### config.mk
export PLATFORM = sky130hd
export DESIGN_NAME = gcode_line_word_parser
export DESIGN_NICKNAME = d
export VERILOG_FILES = /design/src/design/gclp_pkg.sv /design/src/design/gcode_line_word_parser.sv
export VERILOG_INCLUDE_DIRS = /design/src /design/src/design
export SDC_FILE = /design/constraint.sdc
export NUM_CORES = 2
export LEC_CHECK = 0
export BUFFER_PORTS_ARGS = -buffer_cell sky130_fd_sc_hd__buf_2
export CORE_MARGIN = 8
export CORE_UTILIZATION = 57
export DETAILED_ROUTE_END_ITERATION = 12
export PLACE_DENSITY = 0.78
export SLEW_MARGIN = 20
export SYNTH_ARGS = -nofsm -noshare
export SYNTH_HDL_FRONTEND = slang
export SYNTH_SLANG_ARGS = --single-unit
### constraint.sdc
create_clock -name clk -period 9.6 [get_ports clk]
set_input_delay 1.92 -clock clk [delete_from_list [all_inputs] [get_ports clk]]
set_output_delay 1.92 -clock clk [all_outputs]
set_load 0.05 [all_outputs]
### src/design/assert_macros.svh
// concurrent assertion helpers, clocked on clk and disabled during reset
`ifndef ASSERT_MACROS_SVH
`define ASSERT_MACROS_SVH

`ifndef SYNTHESIS
`define ASSERT_CLK(label, prop, msg) \
	label: assert property (@(posedge clk) disable iff (!arst_n) prop) else $error(msg);
`else
`define ASSERT_CLK(label, prop, msg)
`endif

`ifndef SYNTHESIS
`define ASSERT_NEVER(label, cond, msg) \
	label: assert property (@(posedge clk) disable iff (!arst_n) !(cond)) else $error(msg);
`else
`define ASSERT_NEVER(label, cond, msg)
`endif

`endif

### src/design/gclp_pkg.sv
package gclp_pkg;

	localparam int CHAR_W          = 8;
	localparam int KEPT_W          = 8;
	localparam int LINE_LIMIT      = 128;
	localparam int FRACTION_DIGITS = 3;
	localparam int VALUE_W         = 32;
	localparam int CODE_W          = 16;
	localparam int AXES            = 5;
	localparam int AXIS_W          = 3;
	localparam int SCALE_W         = 10;
	localparam int USER_W          = 2;
	localparam int OUT_BITS        = CODE_W + AXES * VALUE_W + AXES;
	localparam int OUT_W           = ((OUT_BITS + 7) / 8) * 8;

	localparam logic [VALUE_W-1:0] VALUE_CAP = VALUE_W'(1) << (VALUE_W - 1);
	localparam logic [CODE_W-1:0]  CODE_CAP  = CODE_W'(1) << (CODE_W - 1);

	localparam logic [CHAR_W-1:0] CH_NUL   = 8'h00;
	localparam logic [CHAR_W-1:0] CH_TAB   = 8'h09;
	localparam logic [CHAR_W-1:0] CH_LF    = 8'h0A;
	localparam logic [CHAR_W-1:0] CH_VT    = 8'h0B;
	localparam logic [CHAR_W-1:0] CH_FF    = 8'h0C;
	localparam logic [CHAR_W-1:0] CH_CR    = 8'h0D;
	localparam logic [CHAR_W-1:0] CH_SP    = 8'h20;
	localparam logic [CHAR_W-1:0] CH_PLUS  = 8'h2B;
	localparam logic [CHAR_W-1:0] CH_MINUS = 8'h2D;
	localparam logic [CHAR_W-1:0] CH_DOT   = 8'h2E;
	localparam logic [CHAR_W-1:0] CH_0     = 8'h30;
	localparam logic [CHAR_W-1:0] CH_9     = 8'h39;
	localparam logic [CHAR_W-1:0] CH_A     = 8'h41;
	localparam logic [CHAR_W-1:0] CH_F     = 8'h46;
	localparam logic [CHAR_W-1:0] CH_G     = 8'h47;
	localparam logic [CHAR_W-1:0] CH_M     = 8'h4D;
	localparam logic [CHAR_W-1:0] CH_X     = 8'h58;
	localparam logic [CHAR_W-1:0] CH_Y     = 8'h59;
	localparam logic [CHAR_W-1:0] CH_Z     = 8'h5A;
	localparam logic [CHAR_W-1:0] CH_LA    = 8'h61;
	localparam logic [CHAR_W-1:0] CH_LZ    = 8'h7A;
	localparam logic [CHAR_W-1:0] CASE_GAP = 8'h20;

	localparam logic [AXIS_W-1:0] AX_X = 3'd0;
	localparam logic [AXIS_W-1:0] AX_Y = 3'd1;
	localparam logic [AXIS_W-1:0] AX_Z = 3'd2;
	localparam logic [AXIS_W-1:0] AX_A = 3'd3;
	localparam logic [AXIS_W-1:0] AX_F = 3'd4;

	typedef struct packed {
		logic              hit;
		logic [AXIS_W-1:0] idx;
	} axis_dec_t;

	function automatic axis_dec_t axis_decode(input logic [CHAR_W-1:0] ch);
		axis_dec_t r;
		r.hit = 1'b1;
		unique case (ch)
			CH_X: r.idx = AX_X;
			CH_Y: r.idx = AX_Y;
			CH_Z: r.idx = AX_Z;
			CH_A: r.idx = AX_A;
			CH_F: r.idx = AX_F;
			default: begin
				r.hit = 1'b0;
				r.idx = AX_X;
			end
		endcase
		return r;
	endfunction

	// magnitude times ten plus digit, clamped at the cap
	function automatic logic [VALUE_W-1:0] num_mul10(input logic [VALUE_W-1:0] mag,
			input logic [3:0] d);
		logic [VALUE_W:0] prod;
		prod = ({1'b0, mag} << 3) + ({1'b0, mag} << 1) + (VALUE_W+1)'(d);
		if (mag > VALUE_CAP / 10)
			return VALUE_CAP;
		else if (prod > {1'b0, VALUE_CAP})
			return VALUE_CAP;
		else
			return prod[VALUE_W-1:0];
	endfunction

	function automatic logic [CODE_W-1:0] code_mul10(input logic [CODE_W-1:0] mag,
			input logic [3:0] d);
		logic [CODE_W:0] prod;
		prod = ({1'b0, mag} << 3) + ({1'b0, mag} << 1) + (CODE_W+1)'(d);
		if (mag > CODE_CAP / 10)
			return CODE_CAP;
		else if (prod > {1'b0, CODE_CAP})
			return CODE_CAP;
		else
			return prod[CODE_W-1:0];
	endfunction

	// power of ten that fills the missing fraction digits
	function automatic logic [SCALE_W-1:0] frac_scale(input logic [1:0] fds);
		logic [SCALE_W-1:0] p;
		p = SCALE_W'(1);
		for (int i = 0; i < FRACTION_DIGITS; i++) begin
			if (i >= int'(fds))
				p = SCALE_W'((p << 3) + (p << 1));
		end
		return p;
	endfunction

endpackage

### src/design/gcode_line_word_parser.sv
// G-code line parser: one character per transfer in, one command record per line out.
// Input channel s_axis: tdata[7:0] is the character, tlast marks the line terminator;
// the character of a terminator transfer is ignored.
// Output channel m_axis: one transfer per terminator; tuser carries ok and the letter,
// tdata the code number, X/Y/Z/A/F values in signed thousandths and the mask of
// words seen.
// Throughput is one input transfer per cycle except while a terminator waits in the
// input register; characters keep flowing while a finished record waits on m_axis.
// A terminator is first taken into the input register; the parse logic then fills the
// record register from it, and m_axis presents the record from that register.
// A terminator waits in the input register only while the previous record is still
// unaccepted; the input stalls behind it until m_axis_tready frees the record register.
// Reset (arst_n low) clears the parse state, the stored word values and both
// valid flags; the next line starts fresh. Every terminator also returns the parse
// state to its reset value.
module gcode_line_word_parser (
	input  logic                            clk,
	input  logic                            arst_n,
	input  logic                            s_axis_tvalid,
	output logic                            s_axis_tready,
	input  logic [gclp_pkg::CHAR_W-1:0]     s_axis_tdata,  // char_byte
	input  logic                            s_axis_tlast,  // line_end
	output logic                            m_axis_tvalid,
	input  logic                            m_axis_tready,
	// code_num[16], x_val, y_val, z_val, a_val, f_val [32 each],
	// present_mask[5], zero pad
	output logic [gclp_pkg::OUT_W-1:0]      m_axis_tdata,
	output logic [gclp_pkg::USER_W-1:0]     m_axis_tuser   // ok, is_m
);
	import gclp_pkg::*;
	`include "assert_macros.svh"

	typedef enum logic [2:0] {
		PH_IDLE,
		PH_REJECT,
		PH_CODE_START,
		PH_CODE_DIG,
		PH_SCAN,
		PH_NUM_START,
		PH_NUM_INT,
		PH_NUM_FRAC
	} phase_t;

	// input register
	logic              valid_s1;
	logic [CHAR_W-1:0] char_s1;
	logic              last_s1;
	logic              advance;
	logic              fire;

	// parse state
	phase_t             phase_q, phase_n;
	logic [KEPT_W-1:0]  kept_q, kept_n;
	logic               is_m_q, is_m_n;
	logic [CODE_W-1:0]  code_accum_q, code_accum_n;
	logic [CODE_W-1:0]  code_val_q, code_val_n;
	logic               neg_q, neg_n;
	logic [AXIS_W-1:0]  axis_q, axis_n;
	logic [VALUE_W-1:0] num_accum_q, num_accum_n;
	logic [1:0]         fds_q, fds_n;
	logic               dseen_q, dseen_n;
	logic [VALUE_W-1:0] axis_val_q [AXES];
	logic [VALUE_W-1:0] axis_val_n [AXES];
	logic [AXES-1:0]    axis_present_q, axis_present_n;

	// result register
	logic              m_valid_q;
	logic [OUT_W-1:0]  m_data_q;
	logic [USER_W-1:0] m_user_q;
	logic [OUT_W-1:0]  result;
	logic [USER_W-1:0] result_user;
	logic              emit;

	// per-character decode
	logic [CHAR_W-1:0]  ch;
	logic               is_ws;
	logic               keep;
	logic               dig;
	logic               sign;
	logic [3:0]         dval;
	axis_dec_t          adec;
	logic [CODE_W-1:0]  code_mul;
	logic [VALUE_W-1:0] num_mul;
	logic [CODE_W-1:0]  code_commit;
	logic [VALUE_W-1:0] num_commit;
	logic [VALUE_W+SCALE_W-1:0] scaled;
	logic [VALUE_W-1:0] mag;

	assign advance       = !last_s1 || !m_valid_q || m_axis_tready;
	assign fire          = valid_s1 && advance;
	assign s_axis_tready = !valid_s1 || advance;
	assign m_axis_tvalid = m_valid_q;
	assign m_axis_tdata  = m_data_q;
	assign m_axis_tuser  = m_user_q;

	always_comb begin
		ch = char_s1;
		if (char_s1 >= CH_LA && char_s1 <= CH_LZ)
			ch = char_s1 - CASE_GAP;
		is_ws = (char_s1 == CH_NUL) || (char_s1 == CH_SP) || (char_s1 == CH_TAB) ||
			(char_s1 == CH_LF) || (char_s1 == CH_VT) || (char_s1 == CH_FF) ||
			(char_s1 == CH_CR);
		keep = !is_ws && (kept_q < KEPT_W'(LINE_LIMIT));
		dig  = (ch >= CH_0) && (ch <= CH_9);
		sign = (ch == CH_PLUS) || (ch == CH_MINUS);
		dval = dig ? 4'(ch - CH_0) : 4'd0;
		adec = axis_decode(ch);
		code_mul = code_mul10(code_accum_q, dval);
		num_mul  = num_mul10(num_accum_q, dval);

		// pending code value
		code_commit = '0;
		if (dseen_q) begin
			if (neg_q)
				code_commit = CODE_W'(0) - code_accum_q;
			else if (code_accum_q > CODE_CAP - CODE_W'(1))
				code_commit = CODE_CAP - CODE_W'(1);
			else
				code_commit = code_accum_q;
		end

		// pending word value, scaled to full fraction digits
		scaled = num_accum_q * frac_scale(fds_q);
		mag = '0;
		if (dseen_q)
			mag = (scaled > (VALUE_W+SCALE_W)'(VALUE_CAP)) ? VALUE_CAP : scaled[VALUE_W-1:0];
		if (neg_q)
			num_commit = VALUE_W'(0) - mag;
		else if (mag > VALUE_CAP - 1)
			num_commit = VALUE_CAP - 1;
		else
			num_commit = mag;
	end

	always_comb begin
		logic do_scan;
		logic do_commit;
		logic ok;
		logic [CODE_W-1:0]  code_fin;
		logic [AXES-1:0]    mask_fin;
		logic [VALUE_W-1:0] val_fin [AXES];

		phase_n        = phase_q;
		kept_n         = kept_q;
		is_m_n         = is_m_q;
		code_accum_n   = code_accum_q;
		code_val_n     = code_val_q;
		neg_n          = neg_q;
		axis_n         = axis_q;
		num_accum_n    = num_accum_q;
		fds_n          = fds_q;
		dseen_n        = dseen_q;
		axis_val_n     = axis_val_q;
		axis_present_n = axis_present_q;
		do_scan        = 1'b0;
		do_commit      = 1'b0;
		emit           = 1'b0;
		result         = '0;
		result_user    = '0;
		ok             = 1'b0;
		code_fin       = code_val_q;
		mask_fin       = axis_present_q;
		val_fin        = axis_val_q;

		if (fire && last_s1) begin
			ok = (phase_q != PH_IDLE) && (phase_q != PH_REJECT);
			if (phase_q == PH_CODE_START || phase_q == PH_CODE_DIG)
				code_fin = code_commit;
			if (phase_q == PH_NUM_START || phase_q == PH_NUM_INT ||
					phase_q == PH_NUM_FRAC) begin
				val_fin[axis_q]  = num_commit;
				mask_fin[axis_q] = 1'b1;
			end
			emit = 1'b1;
			if (ok) begin
				result[OUT_BITS-1:0] = {mask_fin, val_fin[4], val_fin[3], val_fin[2],
					val_fin[1], val_fin[0], code_fin};
				result_user = {is_m_q, 1'b1};
			end
			phase_n        = PH_IDLE;
			kept_n         = '0;
			is_m_n         = 1'b0;
			code_accum_n   = '0;
			code_val_n     = '0;
			neg_n          = 1'b0;
			axis_n         = AX_X;
			num_accum_n    = '0;
			fds_n          = '0;
			dseen_n        = 1'b0;
			axis_present_n = '0;
			for (int i = 0; i < AXES; i++)
				axis_val_n[i] = '0;
		end else if (fire && keep) begin
			kept_n = kept_q + KEPT_W'(1);
			unique case (phase_q) inside
				PH_IDLE: begin
					if (ch == CH_G || ch == CH_M) begin
						is_m_n       = (ch == CH_M);
						neg_n        = 1'b0;
						num_accum_n  = '0;
						fds_n        = '0;
						dseen_n      = 1'b0;
						code_accum_n = '0;
						phase_n      = PH_CODE_START;
					end else begin
						phase_n = PH_REJECT;
					end
				end
				PH_REJECT: begin
				end
				PH_CODE_START, PH_CODE_DIG: begin
					if (phase_q == PH_CODE_START && sign) begin
						neg_n   = (ch == CH_MINUS);
						phase_n = PH_CODE_DIG;
					end else if (dig) begin
						code_accum_n = code_mul;
						dseen_n      = 1'b1;
						phase_n      = PH_CODE_DIG;
					end else begin
						code_val_n = code_commit;
						phase_n    = PH_SCAN;
						do_scan    = 1'b1;
					end
				end
				PH_SCAN: begin
					do_scan = 1'b1;
				end
				PH_NUM_START, PH_NUM_INT: begin
					if (phase_q == PH_NUM_START && sign) begin
						neg_n   = (ch == CH_MINUS);
						phase_n = PH_NUM_INT;
					end else if (dig) begin
						num_accum_n = num_mul;
						dseen_n     = 1'b1;
						phase_n     = PH_NUM_INT;
					end else if (ch == CH_DOT) begin
						phase_n = PH_NUM_FRAC;
					end else begin
						do_commit = 1'b1;
						phase_n   = PH_SCAN;
						do_scan   = 1'b1;
					end
				end
				PH_NUM_FRAC: begin
					if (dig) begin
						dseen_n = 1'b1;
						if (int'(fds_q) < FRACTION_DIGITS) begin
							num_accum_n = num_mul;
							fds_n       = fds_q + 2'd1;
						end
					end else begin
						do_commit = 1'b1;
						phase_n   = PH_SCAN;
						do_scan   = 1'b1;
					end
				end
				default: begin
				end
			endcase
			if (do_commit) begin
				axis_val_n[axis_q]     = num_commit;
				axis_present_n[axis_q] = 1'b1;
			end
			if (do_scan && adec.hit) begin
				axis_n      = adec.idx;
				neg_n       = 1'b0;
				num_accum_n = '0;
				fds_n       = '0;
				dseen_n     = 1'b0;
				phase_n     = PH_NUM_START;
			end
		end else if (fire) begin
			// dropped character: whitespace or past the line limit
		end
	end

	always_ff @(posedge clk or negedge arst_n) begin
		if (!arst_n) begin
			valid_s1 <= 1'b0;
		end else if (s_axis_tready) begin
			valid_s1 <= s_axis_tvalid;
		end
	end

	always_ff @(posedge clk) begin
		if (s_axis_tready && s_axis_tvalid) begin
			char_s1 <= s_axis_tdata;
			last_s1 <= s_axis_tlast;
		end
	end

	always_ff @(posedge clk or negedge arst_n) begin
		if (!arst_n) begin
			phase_q        <= PH_IDLE;
			kept_q         <= '0;
			is_m_q         <= 1'b0;
			code_accum_q   <= '0;
			code_val_q     <= '0;
			neg_q          <= 1'b0;
			axis_q         <= AX_X;
			num_accum_q    <= '0;
			fds_q          <= '0;
			dseen_q        <= 1'b0;
			axis_present_q <= '0;
			for (int i = 0; i < AXES; i++)
				axis_val_q[i] <= '0;
			m_valid_q      <= 1'b0;
			m_data_q       <= '0;
			m_user_q       <= '0;
		end else begin
			phase_q        <= phase_n;
			kept_q         <= kept_n;
			is_m_q         <= is_m_n;
			code_accum_q   <= code_accum_n;
			code_val_q     <= code_val_n;
			neg_q          <= neg_n;
			axis_q         <= axis_n;
			num_accum_q    <= num_accum_n;
			fds_q          <= fds_n;
			dseen_q        <= dseen_n;
			axis_present_q <= axis_present_n;
			axis_val_q     <= axis_val_n;
			if (emit) begin
				m_valid_q <= 1'b1;
				m_data_q  <= result;
				m_user_q  <= result_user;
			end else if (m_axis_tready) begin
				m_valid_q <= 1'b0;
			end
		end
	end

	`ASSERT_NEVER(a_kept_bound, kept_q > KEPT_W'(LINE_LIMIT), "kept count past line limit")
	`ASSERT_NEVER(a_accum_cap, num_accum_q > VALUE_CAP, "word magnitude above cap")
	`ASSERT_CLK(a_line_reset, emit |=> phase_q == PH_IDLE && kept_q == '0, "line not cleared")
	`ASSERT_CLK(a_mask_phase, axis_present_q != '0 |-> phase_q >= PH_SCAN, "word before code")
	`ASSERT_CLK(a_emit_cause, $rose(m_valid_q) |-> $past(fire && last_s1), "record without terminator")

endmodule
# After elaboration in Yosys (flattened, before gate mapping)
# Cells that the tools add are included.
# W data, S select, Z words.
totals:
  reg_bits: 442
  word_cells: 264
op_classes:
  reduce_logical: 59
  magnitude_cmp: 20
  addsub: 12
  muxes: 111
  n_bitwise: 2
  multipliers: 1
  eq_ne: 37
ops:
  columns: ["operator", "count"]
  rows:
  - ["$mux W160", 4]
  - ["$mux W32", 15]
  - ["$mux W181", 2]
  - ["$mux W16", 16]
  - ["$bwmux W160", 1]
  - ["$demux W32 S3", 1]
  - ["$pmux W32 S3", 1]
  - ["$eq A8 B7 Y1 const B", 7]
  - ["$gt A42 B32 Y1 const B", 1]
  - ["$mul A32 B10 Y42", 1]
  - ["$eq A8 B4 Y1 const B", 5]
  - ["$add A33 B33 Y33", 1]
  - ["$add A33 B4 Y33", 1]
  - ["$gt A33 B32 Y1 const B", 1]
  - ["$eq A8 B6 Y1 const B", 4]
  - ["$gt A32 B28 Y1 const B", 1]
  - ["$gt A32 B31 Y1 const B", 1]
  - ["$pmux W16 S2", 1]
  - ["$sub A1 B32 Y32 const A", 1]
  - ["$mux W1", 30]
  - ["$mux W3", 9]
  - ["$mux W2", 12]
  - ["$mux W8", 3]
  - ["$pmux W3 S4", 2]
  - ["other kinds (60)", 121]

# Longest topological paths before layout
logic_depth:
  depth_word: 17
  depth_mapped: 40

# Worst setup path after synthesis
# Ideal clock, no wire load.
synth_path:
  kind: "register to register"
  start: "reg fds_q[0]"
  end: "reg axis_val_q[28] (netlist name)"
  t_required_ns: 9.468
  synth_period_minus_slack_ns: 9.556
  setup_slack_ns: 0.044
  setup_ns: 0.132
  stages_incl_launch_ff: 40
  t_arrival_ns: 9.424
  path_cell_list: "dfrtp_1 inv_1 clkbuf_1 ha_1 nor4_1 a21oi_1 clkbuf_1 and2_1 fa_1 fa_1 inv_1 fa_1 inv_1 fa_1 inv_1 fa_1 inv_1 ha_1 (+4 left out) mux2_2 o22ai_1 nor2_1 nand4_1 buf_4 nor2_8 buf_4 and3_1 inv_1 ha_1 clkbuf_1 inv_2 or3_1 or4_1 o31ai_1 nor4_4 mux2i_1 nor2_1"
synth_between:
  elab_chain_len: 17
  elab_cells_between_ends: 20
  classes_between: "3 x add/sub; 1 x mul; 5 x order compare; 11 x mux"
synth_rtl:
  columns: ["item", "line", "source"]
  rows:
  - ["start: declaration", "gcode_line_word_parser.sv:60", "logic [1:0] fds_q, fds_n;"]
  - ["start signal: assignment", "gcode_line_word_parser.sv:319", "fds_q <= fds_n;"]
  - ["$ge A1 B2 Y1", "gclp_pkg.sv:100", "if (i >= int'(fds))"]
  - ["$mux W4", "gclp_pkg.sv:100", null]
  - ["$add A10 B10 Y10", "gclp_pkg.sv:101", "p = SCALE_W'((p << 3) + (p << 1));"]
  - ["$mux W10", "gclp_pkg.sv:100", null]
  - ["$add A10 B10 Y10", "gclp_pkg.sv:101", null]
  - ["$mux W10 (*)", "gclp_pkg.sv:100", null]
  - ["$mul A32 B10 Y42 (*)", "gcode_line_word_parser.sv:123", "scaled = num_accum_q * frac_scale(fds_q);"]
  - ["$gt A42 B32 Y1", "gcode_line_word_parser.sv:126", "mag = (scaled > (VALUE_W+SCALE_W)'(VALUE_CAP)) ? VALUE_CAP : scaled[VALUE_W-1:0];"]
  - ["$mux W32 (*)", "gcode_line_word_parser.sv:126", null]
  - ["$mux W32 (*)", "gcode_line_word_parser.sv:125", "if (dseen_q)"]
  - ["$gt A32 B31 Y1", "gcode_line_word_parser.sv:129", "else if (mag > VALUE_CAP - 1)"]
  - ["$mux W32", "gcode_line_word_parser.sv:129", null]
  - ["$mux W32 (*)", "gcode_line_word_parser.sv:127", "if (neg_q)"]
  - ["$bwmux W160 (*)", "gcode_line_word_parser.sv:261", "axis_val_n[axis_q] = num_commit;"]
  - ["$mux W160 (*)", "gcode_line_word_parser.sv:260", "if (do_commit) begin"]
  - ["$mux W160 (*)", "gcode_line_word_parser.sv:193", "end else if (fire && keep) begin"]
  - ["$mux W160 (*)", "gcode_line_word_parser.sv:165", "if (fire && last_s1) begin"]
  - ["end signal: assignment", "gcode_line_word_parser.sv:322", "axis_val_q <= axis_val_n;"]
  - ["end: declaration", "gcode_line_word_parser.sv:62", "logic [VALUE_W-1:0] axis_val_q [AXES];"]
# Every way passes the cells marked *; elsewhere a longest branch is shown, timed or not. The select of a mux whose other input is x is not followed.
# A chain may end at the register's enable or synchronous reset.

# Worst setup path in the final report
layout_path:
  start: "reg fds_q[1]"
  end: "reg axis_val_q[60] (netlist name)"
# The elaborated chain is that of the path after synthesis.

==> impl_metrics.toml <==
[status]
status = "finished, final reports clean"

[setup_path]
cp.arrival_ps = 9600
r2r_slack_ps = 420
cp_max_fo = 13
cp-start-kind = "flop"
worstSetupPathType = "flop to flop"
rr_worst_depth = 36
crit_path_top_delay_cell = "fa_1"
slowest_delay_ps = 580
reg2reg_from = "fds_q[1]"
critPathRequiredTime_ps = 10030
crit_path_end_kind = "flop"
r2r-end = "axis_val_q[60]"

[power_and_ir_drop]
ir_drop_mv = 0.161
p_per_area_nw_per_um2 = 137
p_leak_nw = 19.0

[timing]
slew_viol_final = 0
final.setup.tns_ps = 0
hold_viol = 0
min_period_ps = 9180
setup_viol = 0
max_slew.worst_pin.slew_ps = 1060
relSlewSlack_pct = 29.2
finClkSkew_ps = 28.6
max_freq_mhz = 109
fin_ws_ps = 423
whs_ps = 467
finalCritPeriodShare_pct = 95.6

[flow_run]
timing.max_cap.violations = 0

[placed_design]
numPortBuffers = 197
routabilityCongestion = 0.983
dpl_worst_slack_ps = -266
place_area_um2 = 36100
dp_hpwl_um = 71400

[detailed_routing]
wl_per_cell_um = 20.8
ant_nets = 0
vias = 30007
via_per_inst = 6.23
wirelength_um = 100000
drt-initial-drc-count = 2741
dr.pass1.iters = 6
drc = 0

[die]
dieHeight_um = 262
die_area_um2 = 68500
num_io_pins = 201
rows = 90
die-width_um = 262
initial_utilization_pct = 57.3
core_area_um2 = 60000

[logic_synthesis]
ys.flop_type = "dfrtp_1"
async_flop_share_pct = 98.0
synthXorXnorAreaFrac_pct = 1.76
synth_cells = 3911
synth-edff-count = 9
synth.most_common_cell = "nand2_1"
synth_mux_area_share_pct = 1.45
yosys.area_share.simple_pct = 17.7
seq_area_frac_synth_pct = 32.3
netlist_area_um2 = 34400
synth.top_cell.area_share_pct = 31.5
synth_compound_area_share_pct = 19.7
synthAdderAreaFrac_pct = 20.6
yosysUniqueCellTypes = 102
yosys_warnings = 0
post-synth-top-area-cell = "dfrtp_1"
ys_top_cells_by_count = "nand2_1 (527), dfrtp_1 (433), nor2_1 (344)"
syn_avg_cell_area_um2 = 8.80
ys_seq_elements = 442
netlist_top_cells_area = "dfrtp_1 (31%), fa_1 (14%), ha_1 (6.5%), nand2_1 (5.7%), o21ai_0 (4.8%)"
synth_top_family_by_area = "adder cells"

[clock_tree]
clk_pin_slew_worst_paths_ps = 60
clock_latency_ps = 590
cts_made_buffers = 46
cts_hold_buffers = 0
cts_root_buffer = "clkbuf_16"
clockBufferDepth = 3
cts.htree.levels = 2
cts.sinks = 442
cts_tree = "built"

[global_routing]
grt_max_degree = 120
overflow = 0
track_usage_pct = 28.6
grt_pass1_vias = 29389
grt_pass1_wl_um = 159000
antenna_found_initial = 2

[hold_path]
hold_path_depth = 1
holdPathEnd = "m_axis_tdata[73]"
hp-start = "m_axis_tdata[73]"
hold_path_class = "flop to flop"

[final_layout]
drive_above_1_share_pct = 11.8
finish.utilization_pct = 63.4
fin_area_um2 = 38000
area_growth_pct = 10.5
diodes = 0
layout.nets = 4430
-- metal layers --
layer	part of all wire, %	vias to the layer above	GRT usage, %
met4	3.9	4	10.7
met5	0.026	-	0
met3	8.0	239	4.64
met1	40	14712	37.5
li1	-	13750	-
met2	48	1302	47.7
-- kinds of logic after synthesis --
| kind of cell | Yosys count |
|---|---|
| other | 1 |
| buffers and inverters | 578 |
| and+or+nand+nor | 1315 |
| AOI/OAI and AO/OA | 1036 |
| adders and majority gates | 421 |
| xor gates and xnor gates | 69 |
| muxes | 49 |
| DFF | 442 |
-- cells in the final DEF, fill, tap and decap left out, drive strengths merged, types with 16 or more instances in the layout --
| master | count |
|---|---|
| a22o | 53 |
| o31ai | 21 |
| xor2 | 29 |
| ha | 178 |
| nor2 | 346 |
| nand4 | 69 |
| or3 | 22 |
| fa | 243 |
| nand3 | 66 |
| buf | 293 |
| nor4 | 34 |
| o211ai | 45 |
| o22ai | 16 |
| nand2 | 527 |
| a211oi | 105 |
| o21ai | 354 |
| inv | 319 |
| a21o | 58 |
| and2 | 81 |
| a21oi | 195 |
| o21a | 18 |
| and3 | 26 |
| a31oi | 34 |
| clkbuf | 71 |
| nor2b | 20 |
| dfrtp | 433 |
| nor3 | 50 |
| xnor2 | 40 |
| mux2i | 41 |
-- report_power, final --
group | total [mW] | switching, mW | internal, mW
logic | 1.23 | 0.892 | 0.335
clock network | 1.88 | 0.787 | 1.09
registers | 2.09 | 0.108 | 1.98
-- layout make-up --
class,instances,area (um2)
clock buffer,71,1400
clock inverter,14,206
fill,4952,22000
inverter,318,1190
multi-input combinational,2895,21400
sequential,442,11100
tap,782,978
timing repair buffer,293,1770
-- critical path, delay by kind of cell, from the launching register on --
| kind | cells | cell delay (ps) |
|---|---|---|
| muxes | 1 | 140 |
| DFF | 1 | 430 |
| and+or+nand+nor | 12 | 2270 |
| adders and majority gates | 8 | 3500 |
| buffers and inverters | 9 | 1040 |
| AOI/OAI and AO/OA | 6 | 1600 |
-- timing repair --
action,CTS,global route
resized for setup,1,34
setup buffers,0,7
gates cloned,0,2
endpoints found under the setup margin,75,151
pin swaps,0,6
-- stage by stage --
step           std cells  total power, mW
6_report            4815             5.19
5_1_grt             4815             5.39
4_1_cts             4806             5.18
3_5_place_dp        4721             3.31
3_3_place_gp        4721             3.29
2_1_floorplan       3913             2.92
-- how the worst max path moves through the flow --
stage,from,to,slack (ps),depth (start not counted)
after floorplan,fds_q[0],axis_val_q[28],40,39
after global placement,fds_q[1],axis_val_q[94],3,32
after detailed placement,fds_q[1],axis_val_q[58],-270,32
after CTS,fds_q[1],axis_val_q[90],50,32
after global routing,fds_q[1],axis_val_q[60],-30,36
final,fds_q[1],axis_val_q[60],420,36
-- flip-flops by register name, indices dropped and copies added, names as in the netlist, 3 cells and up --
name	cells
kept_q	8
axis_val_q	160
axis_q	3
code_accum_q	16
axis_present_q	5
phase_q	3
code_val_q	16
m_axis_tdata	181
num_accum_q	32
char_s1	8
Note: power is estimated with default switching activity, not from simulation.
